<file path="src/hdl/dpid_pkg.sv">
// ----------------------------------------------------------------------------
// dpid_pkg: shared widths, constants and types for the drive distance PID
// Field widths, register indexes and the control word of the serial MAC.
// ----------------------------------------------------------------------------
`timescale 1ns / 1ps

package dpid_pkg;

    // field and datapath widths
    localparam int POS_W      = 24;   // encoder position, 1/16 degree
    localparam int TGT_W      = 24;   // target distance, 1/256 inch
    localparam int MAXV_W     = 10;   // velocity limit, rpm
    localparam int GAIN_W     = 16;   // Q0.16 gains and the distance scale
    localparam int VEL_W      = 11;   // velocity output
    localparam int PERR_W     = 32;   // position error output
    localparam int STALL_W    = 16;   // stall timer, ms
    localparam int DIST_W     = 25;   // travelled distance
    localparam int ERR_W      = 26;   // internal error and distance delta
    localparam int INTEG_W    = 40;   // clamped integral
    localparam int MCAND_W    = 40;   // widest multiplicand (integral)
    localparam int ACC_W      = 58;   // sum of the three gain products
    localparam int FRAC_W     = 16;   // Q16 scaling of every product
    localparam int DIV_W      = 27;   // biased position sum
    localparam int REM_W      = 2;    // divider remainder (divisor at most 3)
    localparam int BIAS_SHIFT = 25;   // sum bias is divisor << BIAS_SHIFT

    // configuration port
    localparam int CFG_IDX_W  = 3;
    localparam int CFG_DATA_W = 24;

    localparam logic [CFG_IDX_W-1:0] CFG_TARGET = 3'd0;
    localparam logic [CFG_IDX_W-1:0] CFG_MAXV   = 3'd1;
    localparam logic [CFG_IDX_W-1:0] CFG_GAIN_P = 3'd2;
    localparam logic [CFG_IDX_W-1:0] CFG_GAIN_I = 3'd3;
    localparam logic [CFG_IDX_W-1:0] CFG_GAIN_D = 3'd4;

    localparam logic [MAXV_W-1:0] MAXV_RESET   = 10'd200;
    localparam logic [GAIN_W-1:0] GAIN_P_RESET = 16'd6400;

    // encoders
    localparam int ENCODER_COUNT_DEF = 3;
    localparam int ENCODER_FIELDS    = 3;

    // control constants
    localparam logic [GAIN_W-1:0]  DIST_SCALE_Q16 = 16'd36602;  // 16*pi/90 in Q16
    localparam logic [STALL_W-1:0] TICK_MS        = 16'd15;
    localparam logic [STALL_W-1:0] STALL_LIMIT_MS = 16'd450;
    localparam int                 SETTLE_BAND    = 128;        // half inch

    // accumulator preset for a multiply pass
    typedef enum logic [1:0] {
        ACC_ZERO,
        ACC_ROUND,
        ACC_KEEP
    } acc_init_t;

    typedef struct packed {
        logic      start;
        acc_init_t init;
    } mul_ctl_t;

endpackage

</file>
<file path="src/hdl/dpid_div.sv">
// ----------------------------------------------------------------------------
// dpid_div: bit-serial divider by a small constant
// Restoring division, one quotient bit per cycle, MSB first.
// ----------------------------------------------------------------------------
`timescale 1ns / 1ps

module dpid_div #(
    parameter int DIVISOR = dpid_pkg::ENCODER_COUNT_DEF
) (
    input  logic                      clk,
    input  logic                      rst_n,
    input  logic                      start,
    input  logic [dpid_pkg::DIV_W-1:0] dividend,
    output logic                      busy,
    output logic [dpid_pkg::DIV_W-1:0] quotient
);

    localparam int DIV_W = dpid_pkg::DIV_W;
    localparam int REM_W = dpid_pkg::REM_W;
    localparam int RSH_W = REM_W + 1;
    localparam int CNT_W = $clog2(DIV_W);
    localparam logic [CNT_W-1:0] LAST  = CNT_W'(DIV_W - 1);
    localparam logic [RSH_W-1:0] DIV_K = RSH_W'(DIVISOR);

    logic [DIV_W-1:0] dq_reg, dq_next;
    logic [REM_W-1:0] rem_reg, rem_next;
    logic [RSH_W-1:0] rem_sh;
    logic             fit;
    logic [CNT_W-1:0] cnt_reg;
    logic             busy_reg;

    // shift the next dividend bit into the remainder, subtract when it fits
    always_comb
    begin
        rem_sh   = {rem_reg, dq_reg[DIV_W-1]};
        fit      = (rem_sh >= DIV_K);
        rem_next = fit ? REM_W'(rem_sh - DIV_K) : rem_sh[REM_W-1:0];
        dq_next  = {dq_reg[DIV_W-2:0], fit};
    end

    always_ff @(posedge clk or negedge rst_n)
    begin
        if (!rst_n)
        begin
            busy_reg <= 1'b0;
            cnt_reg  <= '0;
        end
        else if (start)
        begin
            busy_reg <= 1'b1;
            cnt_reg  <= '0;
        end
        else if (busy_reg)
        begin
            cnt_reg <= cnt_reg + 1'b1;
            if (cnt_reg == LAST)
            begin
                busy_reg <= 1'b0;
            end
        end
    end

    always_ff @(posedge clk)
    begin
        if (start)
        begin
            dq_reg  <= dividend;
            rem_reg <= '0;
        end
        else if (busy_reg)
        begin
            dq_reg  <= dq_next;
            rem_reg <= rem_next;
        end
    end

    assign busy     = busy_reg;
    assign quotient = dq_reg;

endmodule

</file>
<file path="src/hdl/dpid_mul.sv">
// ----------------------------------------------------------------------------
// dpid_mul: bit-serial shift-add multiply-accumulate
// Signed multiplicand times unsigned 16-bit multiplier, one multiplier bit
// per cycle, added onto a preset or the running accumulator.
// ----------------------------------------------------------------------------
`timescale 1ns / 1ps

module dpid_mul (
    input  logic                               clk,
    input  logic                               rst_n,
    input  dpid_pkg::mul_ctl_t                 ctl,
    input  logic signed [dpid_pkg::MCAND_W-1:0] mcand,
    input  logic [dpid_pkg::GAIN_W-1:0]         mplier,
    output logic                               busy,
    output logic signed [dpid_pkg::ACC_W-1:0]   acc
);

    localparam int ACC_W   = dpid_pkg::ACC_W;
    localparam int MCAND_W = dpid_pkg::MCAND_W;
    localparam int GAIN_W  = dpid_pkg::GAIN_W;
    localparam int CNT_W   = $clog2(GAIN_W);
    localparam logic [CNT_W-1:0] LAST = CNT_W'(GAIN_W - 1);
    localparam logic signed [ACC_W-1:0] ROUND_BIAS =
        {{(ACC_W - dpid_pkg::FRAC_W){1'b0}}, 1'b1, {(dpid_pkg::FRAC_W - 1){1'b0}}};

    logic signed [ACC_W-1:0] acc_reg, acc_preset, addend;
    logic signed [ACC_W-1:0] mcand_reg;
    logic [GAIN_W-1:0]       mplier_reg;
    logic [CNT_W-1:0]        cnt_reg;
    logic                    busy_reg;

    always_comb
    begin
        unique case (ctl.init)
            dpid_pkg::ACC_ZERO:  acc_preset = '0;
            dpid_pkg::ACC_ROUND: acc_preset = ROUND_BIAS;
            dpid_pkg::ACC_KEEP:  acc_preset = acc_reg;
            default:             acc_preset = acc_reg;
        endcase
        addend = mplier_reg[0] ? mcand_reg : '0;
    end

    always_ff @(posedge clk or negedge rst_n)
    begin
        if (!rst_n)
        begin
            busy_reg <= 1'b0;
            cnt_reg  <= '0;
        end
        else if (ctl.start)
        begin
            busy_reg <= 1'b1;
            cnt_reg  <= '0;
        end
        else if (busy_reg)
        begin
            cnt_reg <= cnt_reg + 1'b1;
            if (cnt_reg == LAST)
            begin
                busy_reg <= 1'b0;
            end
        end
    end

    // advance: add the weighted multiplicand, move to the next multiplier bit
    always_ff @(posedge clk)
    begin
        if (ctl.start)
        begin
            acc_reg    <= acc_preset;
            mcand_reg  <= {{(ACC_W - MCAND_W){mcand[MCAND_W-1]}}, mcand};
            mplier_reg <= mplier;
        end
        else if (busy_reg)
        begin
            acc_reg    <= acc_reg + addend;
            mcand_reg  <= mcand_reg <<< 1;
            mplier_reg <= mplier_reg >> 1;
        end
    end

    assign busy = busy_reg;
    assign acc  = acc_reg;

endmodule

</file>
<file path="src/hdl/drive_distance_pid.sv">
// ----------------------------------------------------------------------------
// drive_distance_pid: closed-loop distance controller for one drive side
// Sequencing: each input transaction runs the bit-serial divider, then the
//   distance pass and the P, I and D passes through the single shared
//   shift-add MAC, one after the other; a new transaction is taken only
//   once the previous result has been handed to the output register.
// Reset: asynchronous, active low; registers take their documented defaults,
//   no move is active and the output holds no transaction.
// ----------------------------------------------------------------------------
`timescale 1ns / 1ps

module drive_distance_pid #(
    parameter int ENCODER_COUNT = dpid_pkg::ENCODER_COUNT_DEF
) (
    input  logic                                 clk,
    input  logic                                 rst_n,

    // configuration write port
    input  logic                                 cfg_wr_en,
    input  logic [dpid_pkg::CFG_IDX_W-1:0]        cfg_index,
    input  logic [dpid_pkg::CFG_DATA_W-1:0]       cfg_data,

    // input channel: one transaction per control tick
    input  logic                                 in_valid,
    output logic                                 in_stall,
    input  logic                                 restart,
    input  logic signed [dpid_pkg::POS_W-1:0]     pos_a,
    input  logic signed [dpid_pkg::POS_W-1:0]     pos_b,
    input  logic signed [dpid_pkg::POS_W-1:0]     pos_c,

    // output channel
    output logic                                 out_valid,
    input  logic                                 out_stall,
    output logic signed [dpid_pkg::VEL_W-1:0]     velocity,
    output logic signed [dpid_pkg::PERR_W-1:0]    position_error,
    output logic [dpid_pkg::STALL_W-1:0]          stall_ms,
    output logic                                 settled,
    output logic                                 stalled
);

    // ------------------------------------------------------------------------
    // Local widths and derived constants
    // ------------------------------------------------------------------------
    localparam int POS_W   = dpid_pkg::POS_W;
    localparam int TGT_W   = dpid_pkg::TGT_W;
    localparam int MAXV_W  = dpid_pkg::MAXV_W;
    localparam int GAIN_W  = dpid_pkg::GAIN_W;
    localparam int VEL_W   = dpid_pkg::VEL_W;
    localparam int PERR_W  = dpid_pkg::PERR_W;
    localparam int STALL_W = dpid_pkg::STALL_W;
    localparam int DIST_W  = dpid_pkg::DIST_W;
    localparam int ERR_W   = dpid_pkg::ERR_W;
    localparam int INTEG_W = dpid_pkg::INTEG_W;
    localparam int MCAND_W = dpid_pkg::MCAND_W;
    localparam int ACC_W   = dpid_pkg::ACC_W;
    localparam int FRAC_W  = dpid_pkg::FRAC_W;
    localparam int DIV_W   = dpid_pkg::DIV_W;
    localparam int CMP_W   = ERR_W + 4;          // holds 10 * error
    localparam int VFULL_W = ACC_W - FRAC_W;     // velocity before clamping

    // Only three position fields exist: clamp the encoder count to 1..3.
    localparam int USED = (ENCODER_COUNT < 1) ? 1 :
                          ((ENCODER_COUNT > dpid_pkg::ENCODER_FIELDS) ?
                           dpid_pkg::ENCODER_FIELDS : ENCODER_COUNT);

    // The sum is biased by USED << BIAS_SHIFT so the divider only ever sees a
    // non-negative dividend; the bias lands above bit POS_W-1 of the quotient,
    // so the low POS_W quotient bits are exactly the floor average.
    localparam logic [DIV_W-1:0] DIV_BIAS = DIV_W'(USED * (2 ** dpid_pkg::BIAS_SHIFT));

    localparam logic signed [INTEG_W-1:0] INTEG_MAX = {1'b0, {(INTEG_W - 1){1'b1}}};
    localparam logic signed [INTEG_W-1:0] INTEG_MIN = {1'b1, {(INTEG_W - 1){1'b0}}};
    localparam logic signed [ERR_W-1:0]   SETTLE_HI = ERR_W'(dpid_pkg::SETTLE_BAND);
    localparam logic signed [ERR_W-1:0]   SETTLE_LO = ERR_W'(-dpid_pkg::SETTLE_BAND);

    // ------------------------------------------------------------------------
    // Sequencer state
    // ------------------------------------------------------------------------
    typedef enum logic [2:0] {
        S_IDLE,     // wait for an input transaction
        S_DIV,      // serial average of the encoder positions
        S_MOVE,     // move start, stall timer, start the distance multiply
        S_DIST,     // distance = travel * scale, rounded
        S_ERR,      // error, delta, integral accumulate with saturation
        S_CLAMP,    // integral clearing rule, start the P pass
        S_GAIN,     // P, I and D passes through the shared MAC
        S_OUT       // clamp velocity and hand the result to the output
    } state_t;

    typedef enum logic [1:0] {
        PH_P,
        PH_I,
        PH_D
    } phase_t;

    state_t state_reg;
    phase_t phase_reg;

    // configuration registers
    logic signed [TGT_W-1:0] target_reg;
    logic [MAXV_W-1:0]       max_vel_reg;
    logic [GAIN_W-1:0]       gain_p_reg;
    logic [GAIN_W-1:0]       gain_i_reg;
    logic [GAIN_W-1:0]       gain_d_reg;

    // controller state carried between ticks
    logic                      active_reg;
    logic                      restart_reg;
    logic signed [POS_W-1:0]   start_pos_reg;
    logic signed [POS_W-1:0]   prev_pos_reg;
    logic signed [DIST_W-1:0]  prev_dist_reg;
    logic signed [INTEG_W-1:0] integral_reg;
    logic [STALL_W-1:0]        stall_reg;

    // per-tick working registers
    logic signed [ERR_W-1:0]   err_reg;
    logic signed [ERR_W-1:0]   delta_reg;

    // output registers
    logic                      out_valid_reg;
    logic signed [VEL_W-1:0]   velocity_reg;
    logic signed [PERR_W-1:0]  perr_reg;
    logic [STALL_W-1:0]        stall_ms_reg;
    logic                      settled_reg;
    logic                      stalled_reg;

    // divider and MAC
    logic                      in_take;
    logic [DIV_W-1:0]          ext_a, ext_b, ext_c, dividend;
    logic                      div_busy;
    logic [DIV_W-1:0]          div_q;
    dpid_pkg::mul_ctl_t        mul_ctl;
    logic signed [MCAND_W-1:0] mul_mcand;
    logic [GAIN_W-1:0]         mul_mplier;
    logic                      mul_busy;
    logic signed [ACC_W-1:0]   mul_acc;

    // datapath nets
    logic signed [POS_W-1:0]   avg;
    logic                      new_move;
    logic signed [POS_W-1:0]   start_next;
    logic signed [DIST_W-1:0]  travel;
    logic [STALL_W:0]          stall_inc;
    logic [STALL_W-1:0]        stall_next;
    logic signed [DIST_W-1:0]  dist_now;
    logic signed [ERR_W-1:0]   dist_ext, target_ext, err_next, delta_next;
    logic signed [INTEG_W:0]   integ_sum;
    logic signed [INTEG_W-1:0] integ_next;
    logic signed [INTEG_W-1:0] target_wide;
    logic signed [CMP_W-1:0]   err_c, tgt_c, err10, tgt3;
    logic                      integ_clear;
    logic signed [VFULL_W-1:0] vel_full, vel_hi, vel_lo, vel_clamp;
    logic signed [VEL_W-1:0]   vel_lim;
    logic                      out_free;

    // ------------------------------------------------------------------------
    // Configuration writes
    // ------------------------------------------------------------------------
    always_ff @(posedge clk or negedge rst_n)
    begin
        if (!rst_n)
        begin
            target_reg  <= '0;
            max_vel_reg <= dpid_pkg::MAXV_RESET;
            gain_p_reg  <= dpid_pkg::GAIN_P_RESET;
            gain_i_reg  <= '0;
            gain_d_reg  <= '0;
        end
        else if (cfg_wr_en)
        begin
            unique case (cfg_index)
                dpid_pkg::CFG_TARGET: target_reg  <= cfg_data[TGT_W-1:0];
                dpid_pkg::CFG_MAXV:   max_vel_reg <= cfg_data[MAXV_W-1:0];
                dpid_pkg::CFG_GAIN_P: gain_p_reg  <= cfg_data[GAIN_W-1:0];
                dpid_pkg::CFG_GAIN_I: gain_i_reg  <= cfg_data[GAIN_W-1:0];
                dpid_pkg::CFG_GAIN_D: gain_d_reg  <= cfg_data[GAIN_W-1:0];
                default: ;   // drop writes beyond the register list
            endcase
        end
    end

    // ------------------------------------------------------------------------
    // Position sum and serial average
    // ------------------------------------------------------------------------
    assign in_stall = (state_reg != S_IDLE);
    assign in_take  = in_valid && !in_stall;

    assign ext_a = {{(DIV_W - POS_W){pos_a[POS_W-1]}}, pos_a};
    assign ext_b = (USED >= 2) ? {{(DIV_W - POS_W){pos_b[POS_W-1]}}, pos_b} : '0;
    assign ext_c = (USED >= 3) ? {{(DIV_W - POS_W){pos_c[POS_W-1]}}, pos_c} : '0;
    assign dividend = ext_a + ext_b + ext_c + DIV_BIAS;

    dpid_div #(
        .DIVISOR (USED)
    ) u_div (
        .clk      (clk),
        .rst_n    (rst_n),
        .start    (in_take),
        .dividend (dividend),
        .busy     (div_busy),
        .quotient (div_q)
    );

    assign avg = div_q[POS_W-1:0];

    // ------------------------------------------------------------------------
    // Move start and stall timer
    // ------------------------------------------------------------------------
    always_comb
    begin
        new_move   = restart_reg || !active_reg;
        start_next = new_move ? avg : start_pos_reg;
        travel     = {avg[POS_W-1], avg} - {start_next[POS_W-1], start_next};

        // count 15 ms per tick without motion, saturating at full scale
        stall_inc = {1'b0, stall_reg} + {1'b0, dpid_pkg::TICK_MS};
        if (new_move)
        begin
            stall_next = '0;
        end
        else if (avg == prev_pos_reg)
        begin
            stall_next = stall_inc[STALL_W] ? '1 : stall_inc[STALL_W-1:0];
        end
        else
        begin
            stall_next = '0;
        end
    end

    // ------------------------------------------------------------------------
    // Error, delta and integral
    // ------------------------------------------------------------------------
    always_comb
    begin
        // floor((travel * scale + half) / 2^16): take the upper bits
        dist_now   = mul_acc[FRAC_W + DIST_W - 1:FRAC_W];
        dist_ext   = {{(ERR_W - DIST_W){dist_now[DIST_W-1]}}, dist_now};
        target_ext = {{(ERR_W - TGT_W){target_reg[TGT_W-1]}}, target_reg};
        err_next   = target_ext - dist_ext;
        delta_next = dist_ext - {{(ERR_W - DIST_W){prev_dist_reg[DIST_W-1]}}, prev_dist_reg};

        integ_sum = {integral_reg[INTEG_W-1], integral_reg}
                  + {{(INTEG_W + 1 - ERR_W){err_next[ERR_W-1]}}, err_next};
        if (integ_sum[INTEG_W] != integ_sum[INTEG_W-1])
        begin
            integ_next = integ_sum[INTEG_W] ? INTEG_MIN : INTEG_MAX;
        end
        else
        begin
            integ_next = integ_sum[INTEG_W-1:0];
        end

        // clear the integral above the target or when 10*error < 3*target
        target_wide = {{(INTEG_W - TGT_W){target_reg[TGT_W-1]}}, target_reg};
        err_c       = {{(CMP_W - ERR_W){err_reg[ERR_W-1]}}, err_reg};
        tgt_c       = {{(CMP_W - TGT_W){target_reg[TGT_W-1]}}, target_reg};
        err10       = (err_c <<< 3) + (err_c <<< 1);
        tgt3        = (tgt_c <<< 1) + tgt_c;
        integ_clear = (integral_reg > target_wide) || (err10 < tgt3);
    end

    // ------------------------------------------------------------------------
    // Shared MAC: distance pass, then P, I and D passes into one accumulator
    // ------------------------------------------------------------------------
    always_comb
    begin
        mul_ctl.start = 1'b0;
        mul_ctl.init  = dpid_pkg::ACC_KEEP;
        mul_mcand     = '0;
        mul_mplier    = '0;
        unique case (state_reg)
            S_MOVE:
            begin
                mul_ctl.start = 1'b1;
                mul_ctl.init  = dpid_pkg::ACC_ROUND;
                mul_mcand     = {{(MCAND_W - DIST_W){travel[DIST_W-1]}}, travel};
                mul_mplier    = dpid_pkg::DIST_SCALE_Q16;
            end
            S_CLAMP:
            begin
                mul_ctl.start = 1'b1;
                mul_ctl.init  = dpid_pkg::ACC_ZERO;
                mul_mcand     = {{(MCAND_W - ERR_W){err_reg[ERR_W-1]}}, err_reg};
                mul_mplier    = gain_p_reg;
            end
            S_GAIN:
            begin
                mul_ctl.start = !mul_busy && (phase_reg != PH_D);
                mul_ctl.init  = dpid_pkg::ACC_KEEP;
                if (phase_reg == PH_P)
                begin
                    mul_mcand  = integral_reg;
                    mul_mplier = gain_i_reg;
                end
                else
                begin
                    mul_mcand  = {{(MCAND_W - ERR_W){delta_reg[ERR_W-1]}}, delta_reg};
                    mul_mplier = gain_d_reg;
                end
            end
            default: ;
        endcase
    end

    dpid_mul u_mul (
        .clk    (clk),
        .rst_n  (rst_n),
        .ctl    (mul_ctl),
        .mcand  (mul_mcand),
        .mplier (mul_mplier),
        .busy   (mul_busy),
        .acc    (mul_acc)
    );

    // ------------------------------------------------------------------------
    // Velocity limit
    // ------------------------------------------------------------------------
    always_comb
    begin
        vel_full = mul_acc[ACC_W-1:FRAC_W];
        vel_hi   = {{(VFULL_W - MAXV_W){1'b0}}, max_vel_reg};
        vel_lo   = -vel_hi;
        if (vel_full > vel_hi)
        begin
            vel_clamp = vel_hi;
        end
        else if (vel_full < vel_lo)
        begin
            vel_clamp = vel_lo;
        end
        else
        begin
            vel_clamp = vel_full;
        end
        vel_lim  = {{(VEL_W - MAXV_W){1'b0}}, max_vel_reg};
        out_free = !out_valid_reg || !out_stall;
    end

    // ------------------------------------------------------------------------
    // Sequencer, controller state and output register
    // ------------------------------------------------------------------------
    always_ff @(posedge clk or negedge rst_n)
    begin
        if (!rst_n)
        begin
            state_reg     <= S_IDLE;
            phase_reg     <= PH_P;
            active_reg    <= 1'b0;
            restart_reg   <= 1'b0;
            start_pos_reg <= '0;
            prev_pos_reg  <= '0;
            prev_dist_reg <= '0;
            integral_reg  <= '0;
            stall_reg     <= '0;
            err_reg       <= '0;
            delta_reg     <= '0;
            out_valid_reg <= 1'b0;
            velocity_reg  <= '0;
            perr_reg      <= '0;
            stall_ms_reg  <= '0;
            settled_reg   <= 1'b0;
            stalled_reg   <= 1'b0;
        end
        else
        begin
            // drop the output transaction once it is taken; the output step
            // reloads the register itself
            if (out_valid_reg && !out_stall && (state_reg != S_OUT))
            begin
                out_valid_reg <= 1'b0;
            end

            unique case (state_reg)
                S_IDLE:
                begin
                    if (in_take)
                    begin
                        restart_reg <= restart;
                        state_reg   <= S_DIV;
                    end
                end
                S_DIV:
                begin
                    if (!div_busy)
                    begin
                        state_reg <= S_MOVE;
                    end
                end
                S_MOVE:
                begin
                    // a new move captures the start and clears the history
                    active_reg    <= 1'b1;
                    start_pos_reg <= start_next;
                    prev_pos_reg  <= avg;
                    stall_reg     <= stall_next;
                    if (new_move)
                    begin
                        integral_reg  <= '0;
                        prev_dist_reg <= '0;
                    end
                    state_reg <= S_DIST;
                end
                S_DIST:
                begin
                    if (!mul_busy)
                    begin
                        state_reg <= S_ERR;
                    end
                end
                S_ERR:
                begin
                    err_reg       <= err_next;
                    delta_reg     <= delta_next;
                    prev_dist_reg <= dist_now;
                    integral_reg  <= integ_next;
                    state_reg     <= S_CLAMP;
                end
                S_CLAMP:
                begin
                    if (integ_clear)
                    begin
                        integral_reg <= '0;
                    end
                    phase_reg <= PH_P;
                    state_reg <= S_GAIN;
                end
                S_GAIN:
                begin
                    if (!mul_busy)
                    begin
                        unique case (phase_reg)
                            PH_P:    phase_reg <= PH_I;
                            PH_I:    phase_reg <= PH_D;
                            PH_D:    state_reg <= S_OUT;
                            default: state_reg <= S_OUT;
                        endcase
                    end
                end
                S_OUT:
                begin
                    // hold until the output register is free
                    if (out_free)
                    begin
                        out_valid_reg <= 1'b1;
                        velocity_reg  <= vel_clamp[VEL_W-1:0];
                        perr_reg      <= {{(PERR_W - ERR_W){err_reg[ERR_W-1]}}, err_reg};
                        stall_ms_reg  <= stall_reg;
                        settled_reg   <= (err_reg < SETTLE_HI) && (err_reg > SETTLE_LO);
                        stalled_reg   <= (stall_reg >= dpid_pkg::STALL_LIMIT_MS);
                        state_reg     <= S_IDLE;
                    end
                end
                default: state_reg <= S_IDLE;
            endcase
        end
    end

    assign out_valid      = out_valid_reg;
    assign velocity       = velocity_reg;
    assign position_error = perr_reg;
    assign stall_ms       = stall_ms_reg;
    assign settled        = settled_reg;
    assign stalled        = stalled_reg;

    // ------------------------------------------------------------------------
    // Assertions
    // ------------------------------------------------------------------------
    a_out_from_seq: assert property (@(posedge clk) disable iff (!rst_n)
        $rose(out_valid_reg) |-> $past(state_reg == S_OUT))
        else $error("output transaction raised outside the output step");

    a_vel_limit: assert property (@(posedge clk) disable iff (!rst_n)
        out_valid_reg |-> (velocity_reg <= vel_lim) && (velocity_reg >= -vel_lim))
        else $error("velocity outside the configured limit");

    a_mul_start_free: assert property (@(posedge clk) disable iff (!rst_n)
        mul_ctl.start |-> !mul_busy)
        else $error("multiply pass started while the MAC is busy");

    a_idle_quiet: assert property (@(posedge clk) disable iff (!rst_n)
        !in_stall |-> !div_busy && !mul_busy)
        else $error("input open while arithmetic units are still running");

endmodule

</file>
<file path="config.mk">
export PLATFORM = sky130hd
export DESIGN_NAME = drive_distance_pid
export DESIGN_NICKNAME = d
export VERILOG_FILES = /design/src/hdl/dpid_pkg.sv /design/src/hdl/dpid_div.sv /design/src/hdl/dpid_mul.sv /design/src/hdl/drive_distance_pid.sv
export SDC_FILE = /design/constraint.sdc
export NUM_CORES = 2
export LEC_CHECK = 0
export BUFFER_PORTS_ARGS = -buffer_cell sky130_fd_sc_hd__buf_2
export CAP_MARGIN = 30
export CORE_MARGIN = 4
export CORE_UTILIZATION = 41
export CTS_BUF_LIST = sky130_fd_sc_hd__clkbuf_16
export CTS_CLUSTER_DIAMETER = 30
export DETAILED_ROUTE_END_ITERATION = 8
export GPL_TIMING_DRIVEN = 0
export SLEW_MARGIN = 25
export SYNTH_ARGS = -nofsm -noshare
export SYNTH_HDL_FRONTEND = slang
export SYNTH_HIERARCHICAL = 1
export SYNTH_SLANG_ARGS = --single-unit
</file>
<file path="constraint.sdc">
create_clock -name clk -period 7.5 [get_ports clk]
set_input_delay 1.125 -clock clk [delete_from_list [all_inputs] [get_ports clk]]
set_output_delay 1.125 -clock clk [all_outputs]
set_load 0.01 [all_outputs]
</file>
==> results.json <==
{
  "timing.final.crit_share_pct": 90.7,
  "ant_nets": 0,
  "final.setup_skew_ps": 32.5,
  "drtIter0Drc": 2384,
  "p_sw_share_pct": 44.5,
  "p_int_mw": 13.3,
  "syn_nets": 4572,
  "worstSkewPairLatency_ps": 700,
  "initial_core_util_pct": 41.3,
  "cts_tree": "done",
  "die_area_sq_mm": 0.0970,
  "cts_resized": 0,
  "async_reset_ff_share_pct": 67.7,
  "clock-sinks": 498,
  "outcome": "complete, no violations",
  "synth.yosys.seq_area_share_pct": 35.1,
  "clk_pin_slew_worst_paths_ps": 40,
  "die_h_microns": 312,
  "wl_per_cell_microns": 20.9,
  "rsz0062_at_grt": "no",
  "seq_area_sq_mm": 0.0133,
  "grt_pass1_vias": 30993,
  "p_sw_mw": 10.6,
  "p_comb_share_pct": 53.4,
  "cpLargestDelayFamily": "compound AO/OA/AOI/OAI gates",
  "dp_cells": 5399,
  "postCtsSetupBuffers": 0,
  "crit_buf_inv": 2,
  "drive_gt1_share_pct": 15.4,
  "finalMaxSlewViolations": 0,
  "cp.arrival_ps": 7360,
  "crit_top_cell": "o21ai_0",
  "cap_violations": 0,
  "setup_viol_count_final": 0,
  "vias": 31591,
  "via_per_inst": 5.59,
  "tritoncts.num_buffers": 132,
  "synth-main-ff-cell": "dfrtp_1",
  "nFillCells": 8545,
  "slew_headroom_pct": 34.7,
  "synth_area_sq_mm": 0.0378,
  "fin_ws_ps": 701,
  "reg2reg_depth": 25,
  "hp-class": "in2async",
  "grt_start_max_net_pins": 77,
  "routed_wl_microns": 118000,
  "dpl-instance-area_sq_mm": 0.0403,
  "cp_max_fo": 10,
  "gr-total-overflow": 0,
  "die_width_microns": 312,
  "r2r_slack_ps": 700,
  "p_clk_share_pct": 24.1,
  "syn_avg_cell_area_sq_um": 9.36,
  "gr-usage-all-layers_pct": 23.8,
  "worst_pin_slew_ps": 970,
  "rows": 111,
  "seqPwrFrac_pct": 22.5,
  "yosys_warnings": 6,
  "fmax_mhz": 147,
  "htreeDepth": 4,
  "cts_buffer_depth": 3,
  "synthCells": 4035,
  "ios": 168,
  "power_density_mw_per_mm2": 531,
  "cts_root_buffer": "clkbuf_16",
  "ys_types": 116,
  "crit_type": "reg2reg",
  "max_stage_delay_ps": 620,
  "gp_congestion": 0.961,
  "power.total_mw": 23.9,
  "core-area_sq_mm": 0.0915,
  "multi_input_area_sq_mm": 0.0230,
  "fin_nets": 4885,
  "io_buffers": 166,
  "final_cell_area_sq_mm": 0.0449,
  "area_growth_pct": 19.0,
  "critical-path-slowest-cell": "nor3_1",
  "fin_cells": 5647,
  "ir_drop_uv": 208,
  "postCtsHoldBufs": 0,
  "p_leak_nw": 21.0,
  "reg2reg_to": "integral_reg[34]",
  "synth_edf_count": 159,
  "dr.pass1.iters": 5,
  "critPathLaunchType": "flip-flop",
  "min_period_ps": 6800,
  "worstReg2RegStart": "target_reg[1]",
  "antenna_found_initial": 7,
  "grt_pass1_wl_microns": 181000,
  "end_kind": "flip-flop",
  "drc": 0,
  "dp_hpwl_microns": 91500,
  "synth-seq-cells": 498,
  "cp.required_ps": 8070,
  "finalHoldViolations": 0,
  "dpl_worst_slack_ps": 891
}
[cell usage in the layout, fill, tap and decap left out, types with 27 or more instances in the layout]
cell | Yosys | layout
nor2_1 | 238 | 238
nand3_1 | 62 | 62
ha_1 | 399 | 399
xor2_1 | 111 | 111
xnor2_1 | 133 | 133
nand4_1 | 67 | 67
o21ai_0 | 261 | 260
a21o_1 | 144 | 144
inv_1 | 183 | 196
fa_1 | 33 | 33
nand2b_1 | 38 | 38
mux2_2 | 168 | 168
clkinv_1 | 1 | 27
clkbuf_1 | 121 | 121
dfrtp_1 | 331 | 331
mux2i_1 | 35 | 34
o21a_1 | 45 | 45
o21bai_1 | 37 | 37
nand2_1 | 521 | 521
a221o_1 | 52 | 52
nor4_1 | 35 | 34
buf_2 | 20 | 185
nor2b_1 | 49 | 49
and2_1 | 73 | 73
edfxtp_1 | 159 | 159
o22ai_1 | 33 | 32
a21oi_1 | 276 | 276
nor3_1 | 56 | 55
clkbuf_16 | 0 | 135
[per-stage QoR]
step | util, % | TNS (ps) | hold slack [ps]
global placement | 43.8 | -734140 | 444
finish | 49.1 | 0 | 363
floorplan | - | 0 | 426
CTS | 49.1 | 0 | 369
global route | 49.1 | 0 | 395
detailed placement | 44.1 | 0 | 447
[cell usage after synthesis (37+ instances only)]
library cell / count / area [sq um]
a21o_1: 144 / 1080
a21oi_1: 276 / 1380
a221o_1: 52 / 521
and2_1: 73 / 457
clkbuf_1: 121 / 454
dfrtp_1: 331 / 8280
edfxtp_1: 159 / 4770
ha_1: 399 / 4990
inv_1: 183 / 687
mux2_2: 168 / 1890
nand2_1: 521 / 1960
nand2b_1: 38 / 238
nand3_1: 62 / 310
nand4_1: 67 / 419
nor2_1: 238 / 893
nor2b_1: 49 / 307
nor3_1: 56 / 280
o21a_1: 45 / 338
o21ai_0: 261 / 1310
o21bai_1: 37 / 278
xnor2_1: 133 / 1160
xor2_1: 111 / 972
[layout make-up]
class                   count  share of cell area (%)
diodes                      2                  0.0111
repair buffers            179                    2.40
flip-flops and latches    498                    29.5
well taps                1186                    3.30
inverters                 184                    1.54
clock inverters           110                    2.68
plain buffers             173                    1.87
multi-input cells        3180                    51.2
clock buffers             135                    7.52
[per-layer routing]
| metal | vias to the layer above | part of all wire, % | track usage (%) |
|---|---|---|---|
| met1 | 15030 | 44 | 31.4 |
| met4 | 2 | 4.4 | 10.6 |
| li1 | 15330 | - | - |
| met3 | 250 | 6.4 | 4.23 |
| met5 | - | 0.011 | 0 |
| met2 | 979 | 45 | 38.4 |
[worst reg2reg max path: cells and delay by family (launching register included)]
family	cells	cell delay, ps
AND/OR/NAND/NOR	3	940
buffers and inverters	2	630
flip-flops	1	440
XOR/XNOR	1	220
AO/OA/AOI/OAI	17	3770
adder cells (fa/ha/maj)	2	690
[power groups by stage]
stage / registers (mW) / clock network, mW / logic [mW]
detailed placement: 5.36 / 0 / 12.5
floorplan: 4.76 / 0 / 9.41
global route: 5.46 / 6.01 / 14.2
CTS: 5.34 / 5.84 / 12.6
global placement: 5.39 / 0 / 12.3
finish: 5.36 / 5.76 / 12.7
[how the worst max path moves through the flow]
stage	from	to	cells after the start
detailed placement	target_reg[1]	integral_reg[36]	25
global route	target_reg[1]	integral_reg[34]	25
finish	target_reg[1]	integral_reg[34]	25
CTS	target_reg[1]	integral_reg[36]	25
floorplan	u_mul/acc[17]	integral_reg[29]	26
global placement	state_reg[1]	u_mul/acc[30]	11
[logic make-up (layout without fill, tap and decap cells)]
group	after synthesis	after routing	synth area share [%]
mux	207	207	6.09
buf+inv	357	781	4.05
other cells	0	2	0
flops	498	498	35.1
compound gates	1081	1081	19.2
fa+ha+maj	432	432	15.0
xor+xnor	245	245	5.70
simple gates	1215	1215	14.9
Note: power is estimated with default switching activity, not from simulation.
